===== config.mk =====
export PLATFORM = sky130hd
export DESIGN_NAME = name_table_insert_delete_search
export DESIGN_NICKNAME = d
export VERILOG_FILES = /design/src/rtl/ntid_pkg.sv /design/src/rtl/ntid_ram.sv /design/src/rtl/ntid_datapath.sv /design/src/rtl/ntid_ctrl.sv /design/src/rtl/name_table_insert_delete_search.sv
export SDC_FILE = /design/constraint.sdc
export NUM_CORES = 1
export LEC_CHECK = 0
export ABC_AREA = 1
export BUFFER_PORTS_ARGS = -buffer_cell sky130_fd_sc_hd__buf_2
export CORE_ASPECT_RATIO = 2
export CORE_MARGIN = 5
export CORE_UTILIZATION = 44
export CTS_BUF_LIST = sky130_fd_sc_hd__clkbuf_8
export CTS_CLUSTER_SIZE = 40
export DETAILED_ROUTE_END_ITERATION = 6
export GPL_TIMING_DRIVEN = 1
export SETUP_SLACK_MARGIN = 0.02
export SLEW_MARGIN = 20
export SYNTH_ARGS = -nofsm -noshare
export SYNTH_HDL_FRONTEND = slang
export SYNTH_HIERARCHICAL = 1
export SYNTH_SLANG_ARGS = --single-unit
export TNS_END_PERCENT = 50

===== constraint.sdc =====
create_clock -name clk -period 7 [get_ports clk]
set_clock_uncertainty 0.05 [all_clocks]
set_input_delay 2.1 -clock clk [delete_from_list [all_inputs] [get_ports clk]]
set_output_delay 2.1 -clock clk [all_outputs]
set_load 0.05 [all_outputs]

===== src/rtl/ntid_pkg.sv =====
package ntid_pkg;

    // table geometry
    localparam int ENTRIES = 16;
    localparam int IDX_W   = (ENTRIES > 1) ? $clog2(ENTRIES) : 1;
    localparam int CNT_W   = $clog2(ENTRIES + 1);

    // field widths
    localparam int KEY_W  = 64;
    localparam int FUNC_W = 2;
    localparam int STAT_W = 3;
    localparam int ECNT_W = 5;

    // operation codes, any code with bit 1 set is a search
    localparam logic [FUNC_W-1:0] FN_CREATE = 2'd0;
    localparam logic [FUNC_W-1:0] FN_DELETE = 2'd1;
    localparam int                FN_SEARCH_BIT = 1;

    // result status codes
    localparam logic [STAT_W-1:0] ST_CREATED  = 3'd0;
    localparam logic [STAT_W-1:0] ST_PRESENT  = 3'd1;
    localparam logic [STAT_W-1:0] ST_DELETED  = 3'd2;
    localparam logic [STAT_W-1:0] ST_NOTFOUND = 3'd3;
    localparam logic [STAT_W-1:0] ST_FOUND    = 3'd4;
    localparam logic [STAT_W-1:0] ST_FULL     = 3'd5;

    // controller to datapath commands
    typedef struct packed {
        logic              load;
        logic              scan;
        logic              shift_init;
        logic              shift;
        logic              append;
        logic              remove;
        logic              respond;
        logic [STAT_W-1:0] code;
    } ntid_cmd_t;

    // datapath to controller status
    typedef struct packed {
        logic              match;
        logic              issued_all;
        logic              full;
        logic [FUNC_W-1:0] func;
    } ntid_sts_t;

endpackage


===== src/rtl/ntid_ram.sv =====
module ntid_ram #(
    parameter int WIDTH = 64,
    parameter int DEPTH = 16,
    parameter int AW    = (DEPTH > 1) ? $clog2(DEPTH) : 1
) (
    input  logic             clk,
    input  logic             we,
    input  logic [AW-1:0]    waddr,
    input  logic [WIDTH-1:0] wdata,
    input  logic             re,
    input  logic [AW-1:0]    raddr,
    output logic [WIDTH-1:0] rdata
);

    logic [WIDTH-1:0] mem_reg [DEPTH];
    logic [WIDTH-1:0] rdata_reg;

    // single write port
    always_ff @(posedge clk)
    begin
        if (we)
        begin
            mem_reg[waddr] <= wdata;
        end
    end

    // registered read port
    always_ff @(posedge clk)
    begin
        if (re)
        begin
            rdata_reg <= mem_reg[raddr];
        end
    end

    assign rdata = rdata_reg;

endmodule


===== src/rtl/ntid_datapath.sv =====
module ntid_datapath (
    input  logic                         clk,
    input  logic                         rst_n,
    input  ntid_pkg::ntid_cmd_t          cmd,
    input  logic [ntid_pkg::FUNC_W-1:0]  func,
    input  logic [ntid_pkg::KEY_W-1:0]   key_name,
    output ntid_pkg::ntid_sts_t          sts,
    output logic                         done,
    output logic [ntid_pkg::STAT_W-1:0]  status,
    output logic [ntid_pkg::ECNT_W-1:0]  entry_count
);
    import ntid_pkg::*;

    logic [KEY_W-1:0]  key_reg;
    logic [FUNC_W-1:0] func_reg;
    logic [CNT_W-1:0]  cnt_reg;
    logic [CNT_W-1:0]  idx_reg;
    logic [IDX_W-1:0]  paddr_reg;
    logic              pend_reg;
    logic              done_reg;
    logic [STAT_W-1:0] status_reg;

    logic              issued_all;
    logic              issue;
    logic              we;
    logic [IDX_W-1:0]  waddr;
    logic [KEY_W-1:0]  wdata;
    logic [KEY_W-1:0]  rd_data;
    logic [CNT_W+ECNT_W-1:0] cnt_ext;

    assign issued_all = (idx_reg == cnt_reg);
    assign issue      = (cmd.scan || cmd.shift) && !issued_all;

    // write port: append at the count, or move an entry one place down
    always_comb
    begin
        we    = 1'b0;
        waddr = cnt_reg[IDX_W-1:0];
        wdata = key_reg;
        if (cmd.append)
        begin
            we = 1'b1;
        end
        else if (cmd.shift && pend_reg)
        begin
            we    = 1'b1;
            waddr = paddr_reg - IDX_W'(1);
            wdata = rd_data;
        end
    end

    ntid_ram #(
        .WIDTH(KEY_W),
        .DEPTH(ENTRIES)
    ) u_ram (
        .clk  (clk),
        .we   (we),
        .waddr(waddr),
        .wdata(wdata),
        .re   (issue),
        .raddr(idx_reg[IDX_W-1:0]),
        .rdata(rd_data)
    );

    // request word
    always_ff @(posedge clk)
    begin
        if (cmd.load)
        begin
            key_reg  <= key_name;
            func_reg <= func;
        end
    end

    // read address of the entry now in the data register
    always_ff @(posedge clk)
    begin
        if (issue)
        begin
            paddr_reg <= idx_reg[IDX_W-1:0];
        end
    end

    // scan and shift pointers
    always_ff @(posedge clk or negedge rst_n)
    begin
        if (!rst_n)
        begin
            idx_reg  <= '0;
            pend_reg <= 1'b0;
        end
        else if (cmd.load)
        begin
            idx_reg  <= '0;
            pend_reg <= 1'b0;
        end
        else if (cmd.shift_init)
        begin
            idx_reg  <= CNT_W'(paddr_reg) + CNT_W'(1);
            pend_reg <= 1'b0;
        end
        else if (cmd.scan || cmd.shift)
        begin
            pend_reg <= issue;
            if (issue)
            begin
                idx_reg <= idx_reg + CNT_W'(1);
            end
        end
    end

    // entry count
    always_ff @(posedge clk or negedge rst_n)
    begin
        if (!rst_n)
        begin
            cnt_reg <= '0;
        end
        else if (cmd.append)
        begin
            cnt_reg <= cnt_reg + CNT_W'(1);
        end
        else if (cmd.remove)
        begin
            cnt_reg <= cnt_reg - CNT_W'(1);
        end
    end

    // result strobe and status
    always_ff @(posedge clk or negedge rst_n)
    begin
        if (!rst_n)
        begin
            done_reg <= 1'b0;
        end
        else
        begin
            done_reg <= cmd.respond;
        end
    end

    always_ff @(posedge clk)
    begin
        if (cmd.respond)
        begin
            status_reg <= cmd.code;
        end
    end

    assign cnt_ext = {{ECNT_W{1'b0}}, cnt_reg};

    assign sts.match      = pend_reg && (rd_data == key_reg);
    assign sts.issued_all = issued_all;
    assign sts.full       = (cnt_reg == CNT_W'(ENTRIES));
    assign sts.func       = func_reg;

    assign done        = done_reg;
    assign status      = status_reg;
    assign entry_count = cnt_ext[ECNT_W-1:0];

endmodule


===== src/rtl/ntid_ctrl.sv =====
module ntid_ctrl (
    input  logic                clk,
    input  logic                rst_n,
    input  logic                start,
    input  ntid_pkg::ntid_sts_t sts,
    output logic                busy,
    output ntid_pkg::ntid_cmd_t cmd
);
    import ntid_pkg::*;

    typedef enum logic [2:0] {
        S_IDLE  = 3'b001,
        S_SCAN  = 3'b010,
        S_SHIFT = 3'b100
    } state_t;

    state_t state_reg;
    state_t state_next;
    logic   is_search;
    logic   is_create;

    assign is_search = sts.func[FN_SEARCH_BIT];
    assign is_create = (sts.func == FN_CREATE);

    always_ff @(posedge clk or negedge rst_n)
    begin
        if (!rst_n)
        begin
            state_reg <= S_IDLE;
        end
        else
        begin
            state_reg <= state_next;
        end
    end

    // sequencing of scan, append and shift
    always_comb
    begin
        state_next = state_reg;
        cmd        = '0;
        cmd.code   = ST_NOTFOUND;
        unique case (state_reg)
            S_IDLE:
            begin
                if (start)
                begin
                    cmd.load   = 1'b1;
                    state_next = S_SCAN;
                end
            end
            S_SCAN:
            begin
                if (sts.match)
                begin
                    if (is_search)
                    begin
                        cmd.respond = 1'b1;
                        cmd.code    = ST_FOUND;
                        state_next  = S_IDLE;
                    end
                    else if (is_create)
                    begin
                        cmd.respond = 1'b1;
                        cmd.code    = ST_PRESENT;
                        state_next  = S_IDLE;
                    end
                    else
                    begin
                        cmd.shift_init = 1'b1;
                        state_next     = S_SHIFT;
                    end
                end
                else if (sts.issued_all)
                begin
                    cmd.respond = 1'b1;
                    state_next  = S_IDLE;
                    if (!is_search && is_create)
                    begin
                        if (sts.full)
                        begin
                            cmd.code = ST_FULL;
                        end
                        else
                        begin
                            cmd.append = 1'b1;
                            cmd.code   = ST_CREATED;
                        end
                    end
                end
                else
                begin
                    cmd.scan = 1'b1;
                end
            end
            S_SHIFT:
            begin
                cmd.shift = 1'b1;
                if (sts.issued_all)
                begin
                    cmd.remove  = 1'b1;
                    cmd.respond = 1'b1;
                    cmd.code    = ST_DELETED;
                    state_next  = S_IDLE;
                end
            end
            default:
            begin
                state_next = S_IDLE;
            end
        endcase
    end

    assign busy = (state_reg != S_IDLE);

endmodule


===== src/rtl/name_table_insert_delete_search.sv =====
// compact name table with create, delete and search
//
// request channel: func and key_name are taken at a rising edge where start
// is high and busy is low. func 0 creates, 1 deletes, 2 or 3 searches.
// result channel: done is high for one cycle with status and entry_count;
// the receiver cannot stall, so the word must be taken in that cycle.
// entry_count also shows the live count between results.
//
// timing, with n names stored and the match at position p:
// the table is read one entry a cycle through the single ram read port, so
// done is raised once the match is seen on a hit, and once all n entries
// have been read on a miss (none on an empty table). a delete then moves
// the n - p - 1 later entries down, one per cycle, before done. busy drops
// in the cycle done is high, so the next request may be accepted there.
//
// reset clears the count and the controller; the name memory is not
// cleared and is only read below the count.
module name_table_insert_delete_search (
    input  logic                         clk,
    input  logic                         rst_n,
    input  logic                         start,
    output logic                         busy,
    input  logic [ntid_pkg::FUNC_W-1:0]  func,
    input  logic [ntid_pkg::KEY_W-1:0]   key_name,
    output logic                         done,
    output logic [ntid_pkg::STAT_W-1:0]  status,
    output logic [ntid_pkg::ECNT_W-1:0]  entry_count
);
    import ntid_pkg::*;

    ntid_cmd_t cmd;
    ntid_sts_t sts;

    ntid_ctrl u_ctrl (
        .clk  (clk),
        .rst_n(rst_n),
        .start(start),
        .sts  (sts),
        .busy (busy),
        .cmd  (cmd)
    );

    ntid_datapath u_dp (
        .clk        (clk),
        .rst_n      (rst_n),
        .cmd        (cmd),
        .func       (func),
        .key_name   (key_name),
        .sts        (sts),
        .done       (done),
        .status     (status),
        .entry_count(entry_count)
    );

endmodule


==> summary.md <==
| Metric | Value |
|---|---|
| Status | `finished clean` |
| Post-synth top flop | `edfxtp_1` |
| Final period util | `77.3%` |
| Syn nets | `4959` |
| Post-CTS setup buffer count | `0` |
| WP data required | `7.42 ns` |
| Seq/Total Area, Yosys | `68.9%` |
| F_max | `185 MHz` |
| Top-count cell post-synth | `nand2_1` |
| Dpl ws | `1.59 ns` |
| Actual slew at the worst max-slew pin | `1.11 ns` |
| Fin. Hold Viols | `0` |
| Hold buffer count at CTS | `0` |
| Most used cell, CP | `nand2_1` |
| DRT iter0 DRCs | `3297` |
| Number of flip-flops in the largest register | `1024` |
| Syn_area_per_cell | `10.5 sq um` |
| RSZ-0062 raised after global routing | `false` |
| Vias in the first global route | `32900` |
| Hold WC Path Type | `reg -> reg` |
| Syn Inst Count | `4884` |
| Share of cells above drive strength 1 | `8.59%` |
| Startpoint class of the critical path | `flop` |
| Vias per std cell | `5.12` |
| Clk buf depth | `3` |
| Worst Setup Slack, final | `1.59 ns` |
| Minimum clock period | `5.41 ns` |
| Stage delay of the slowest cell on the critical path | `0.79 ns` |
| # rows | `177` |
| Die area | `124000 sq um` |
| Worst-path clk slew | `0.07 ns` |
| Critical path type | `reg -> reg` |
| Final Setup Violations | `0` |
| Cell taking the most area after synthesis | `edfxtp_1` |
| I/O pin cnt | `79` |
| Leak Pwr | `23.7 nW` |
| Area Overhead vs Synth | `9.80%` |
| Gr usage total | `22.3%` |
| Worst Path Max Fanout | `44` |
| Slew headroom | `25.8%` |
| Worst VDD drop | `254 uV` |
| Yosys reg bits | `1176` |
| Hpwl dp | `75900 microns` |
| DRC viols | `0` |
| IO Port Bufs | `78` |
| Slew Limit Fails | `0` |
| PwrDens | `340 nW/um^2` |
| Core Area | `116000 sq um` |
| Initial antenna violation count | `11` |
| Setup TNS | `0 ns` |
| Top cells by count, synth | `nand2_1, edfxtp_1, inv_1` |
| Root buf cell | `clkbuf_8` |
| CP cell instances | `xnor2_1 > nand2_1 > nor3_1 > nand2_1 > nor2_1 > nand2_1 > nor2_1 > inv_1 > nand4_1 > nor2_1 > nor2_4 > inv_2 > nand2_1 > o21ai_0 > nand3b_1 > nor2_4 > buf_4` |
| Sink Count | `1176` |
| Synth top area cells | `edfxtp_1, nand2_1, nand3_1, inv_1, buf_2` |
| Clock Latency Late Sink | `0.89 ns` |
| Post-synthesis cell type count | `36` |
| Routed WL | `140000 microns` |
| Netlist Area Pre-Place | `51100 sq um` |
| Crit-path leading delay family | `simple AND/OR/NAND/NOR gates` |
| Max-cap viol count | `0` |
| Number of routed nets with antenna violations | `0` |
| CTS tree | `built` |
| Largest net degree at the start of global routing | `175` |
| Critical Path AT | `5.83 ns` |
| First-pass GRT wire length | `208000 microns` |
| Post-CTS Resized | `0` |
| Total CTS buffers | `167` |
| Final Net Count | `5077` |
| Worst setup EP type | `flop` |
| Gr ovfl total | `0` |
| EDFF count, synth | `1161` |
| Starting Density | `44.2%` |
| Die Y | `492 microns` |
| Routed length per placed instance | `21.0 microns` |
| Yosys warning count | `6` |
| Yosys top cell area share | `68.2%` |
| Worst path slowest cell | `buf_4` |
| Pre-Repair DR Iteration Count | `6` |
| Buf+Inv Stages, Crit Path | `3` |
| GPL Wtd Cong | `0.833` |
| Fillers | `10500` |
| Ys async rst share | `1.28%` |
| Die W | `251 microns` |
| Clock H-tree levels | `4` |
| Detailed-route via count | `34100` |
-- metrics by stage --
stage | hold WS, ns | cells | cell area [sq um] | power [W] | utilization [%]
floorplan | 0.435 | 4884 | 51100 | 0.0126 | -
global placement | 0.555 | 6350 | 53100 | 0.0142 | 45.8
detailed placement | 0.547 | 6353 | 53100 | 0.0142 | 45.8
CTS | 0.565 | 6654 | 56100 | 0.0192 | 48.4
global route | 0.618 | 6659 | 56200 | 0.0201 | 48.5
finish | 0.563 | 6662 | 56200 | 0.0191 | 48.5
-- per-layer routing --
| metal | part of all wire [%] | up-vias | global-route usage [%] |
|---|---|---|---|
| li1 | - | 16000 | - |
| met1 | 40 | 16400 | 28.9 |
| met2 | 49 | 1342 | 37.5 |
| met3 | 7.5 | 273 | 4.39 |
| met4 | 3.4 | 0 | 7.87 |
| met5 | 0 | - | 0 |
-- power by group --
group          internal [W]  switching, W  leakage, nW
combinational       0.00145       0.00408         11.4
clock               0.00241       0.00260         1.72
sequential          0.00835      0.000216         10.7
total                0.0122       0.00690         23.7
-- final cells by class --
class                   instances  area, sq um  share of cell area, %
clock inverters               128          642                   1.14
flip-flops and latches       1176        35300                   62.8
diodes                          7         17.5                 0.0312
clock buffers                 173         2380                   4.24
well taps                    1521         1900                   3.39
inverters                     874         3320                   5.91
repair buffers                175         1330                   2.36
multi-input cells            2608        11300                   20.2
-- cell usage in the layout, fill, tap and decap left out, types with 3 or more instances in the layout --
cell type	instances
inv_8	3
o21ai_2	5
nand2_1	1614
ha_1	5
clkinv_1	42
nor2_1	53
nand4_1	3
inv_2	7
dfrtp_1	10
buf_2	78
clkbuf_8	173
nand3_2	5
xor2_1	11
o21ai_1	8
nor3_1	3
a21oi_1	7
bufinv_16	3
edfxtp_1	1161
o21ai_0	62
clkinvlp_4	8
o22ai_1	6
nor2_2	4
inv_4	3
xnor2_1	13
nor2_4	18
buf_4	81
clkinv_2	26
nand3_1	782
buf_12	15
diode_2	7
inv_1	907
dfrtp_4	4
-- cells by family (layout without fill, tap and decap cells) --
family / count (synthesis) / count (layout) / synth area share (%)
AND/OR/NAND/NOR: 2487 / 2487 / 20.3
flip-flops: 1176 / 1176 / 68.9
buffers and inverters: 1100 / 1350 / 9.25
AO/OA/AOI/OAI: 91 / 91 / 0.954
XOR/XNOR: 24 / 24 / 0.411
adder cells (fa/ha/maj): 6 / 6 / 0.161
other: 0 / 7 / 0
-- path summary, 6_finish.rpt --
| check | endpoint | slack, ns | depth (start not counted) | from |
|---|---|---|---|---|
| max in group asynchronous | u_ctrl/state_reg[0]$_DFFE_PN1P_ | 5.48 | 1 | rst_n |
| min | u_dp/idx_reg[4]$_DFFE_PN0P_ | 0.56 | 2 | u_dp/idx_reg[4]$_DFFE_PN0P_ |
| min in group asynchronous | u_dp/idx_reg[3]$_DFFE_PN0P_ | 1.11 | 1 | rst_n |
| max reg2reg | u_dp/u_ram/mem_reg[10][62]$_DFFE_PP_ | 1.59 | 17 | u_dp/key_reg[36]$_DFFE_PP_ |
| max | u_dp/u_ram/mem_reg[10][62]$_DFFE_PP_ | 1.59 | 17 | u_dp/key_reg[36]$_DFFE_PP_ |
| min reg2reg | u_dp/idx_reg[4]$_DFFE_PN0P_ | 0.56 | 2 | u_dp/idx_reg[4]$_DFFE_PN0P_ |
-- worst reg2reg max path, delay by kind of cell (launching register included) --
kind | cells | cell delay (ns)
xor gates and xnor gates | 1 | 0.36
buffers and inverters | 3 | 1.29
and+or+nand+nor | 12 | 2.64
AOI/OAI and AO/OA | 1 | 0.15
DFF | 1 | 0.40
(Power assumes the default switching activity.)
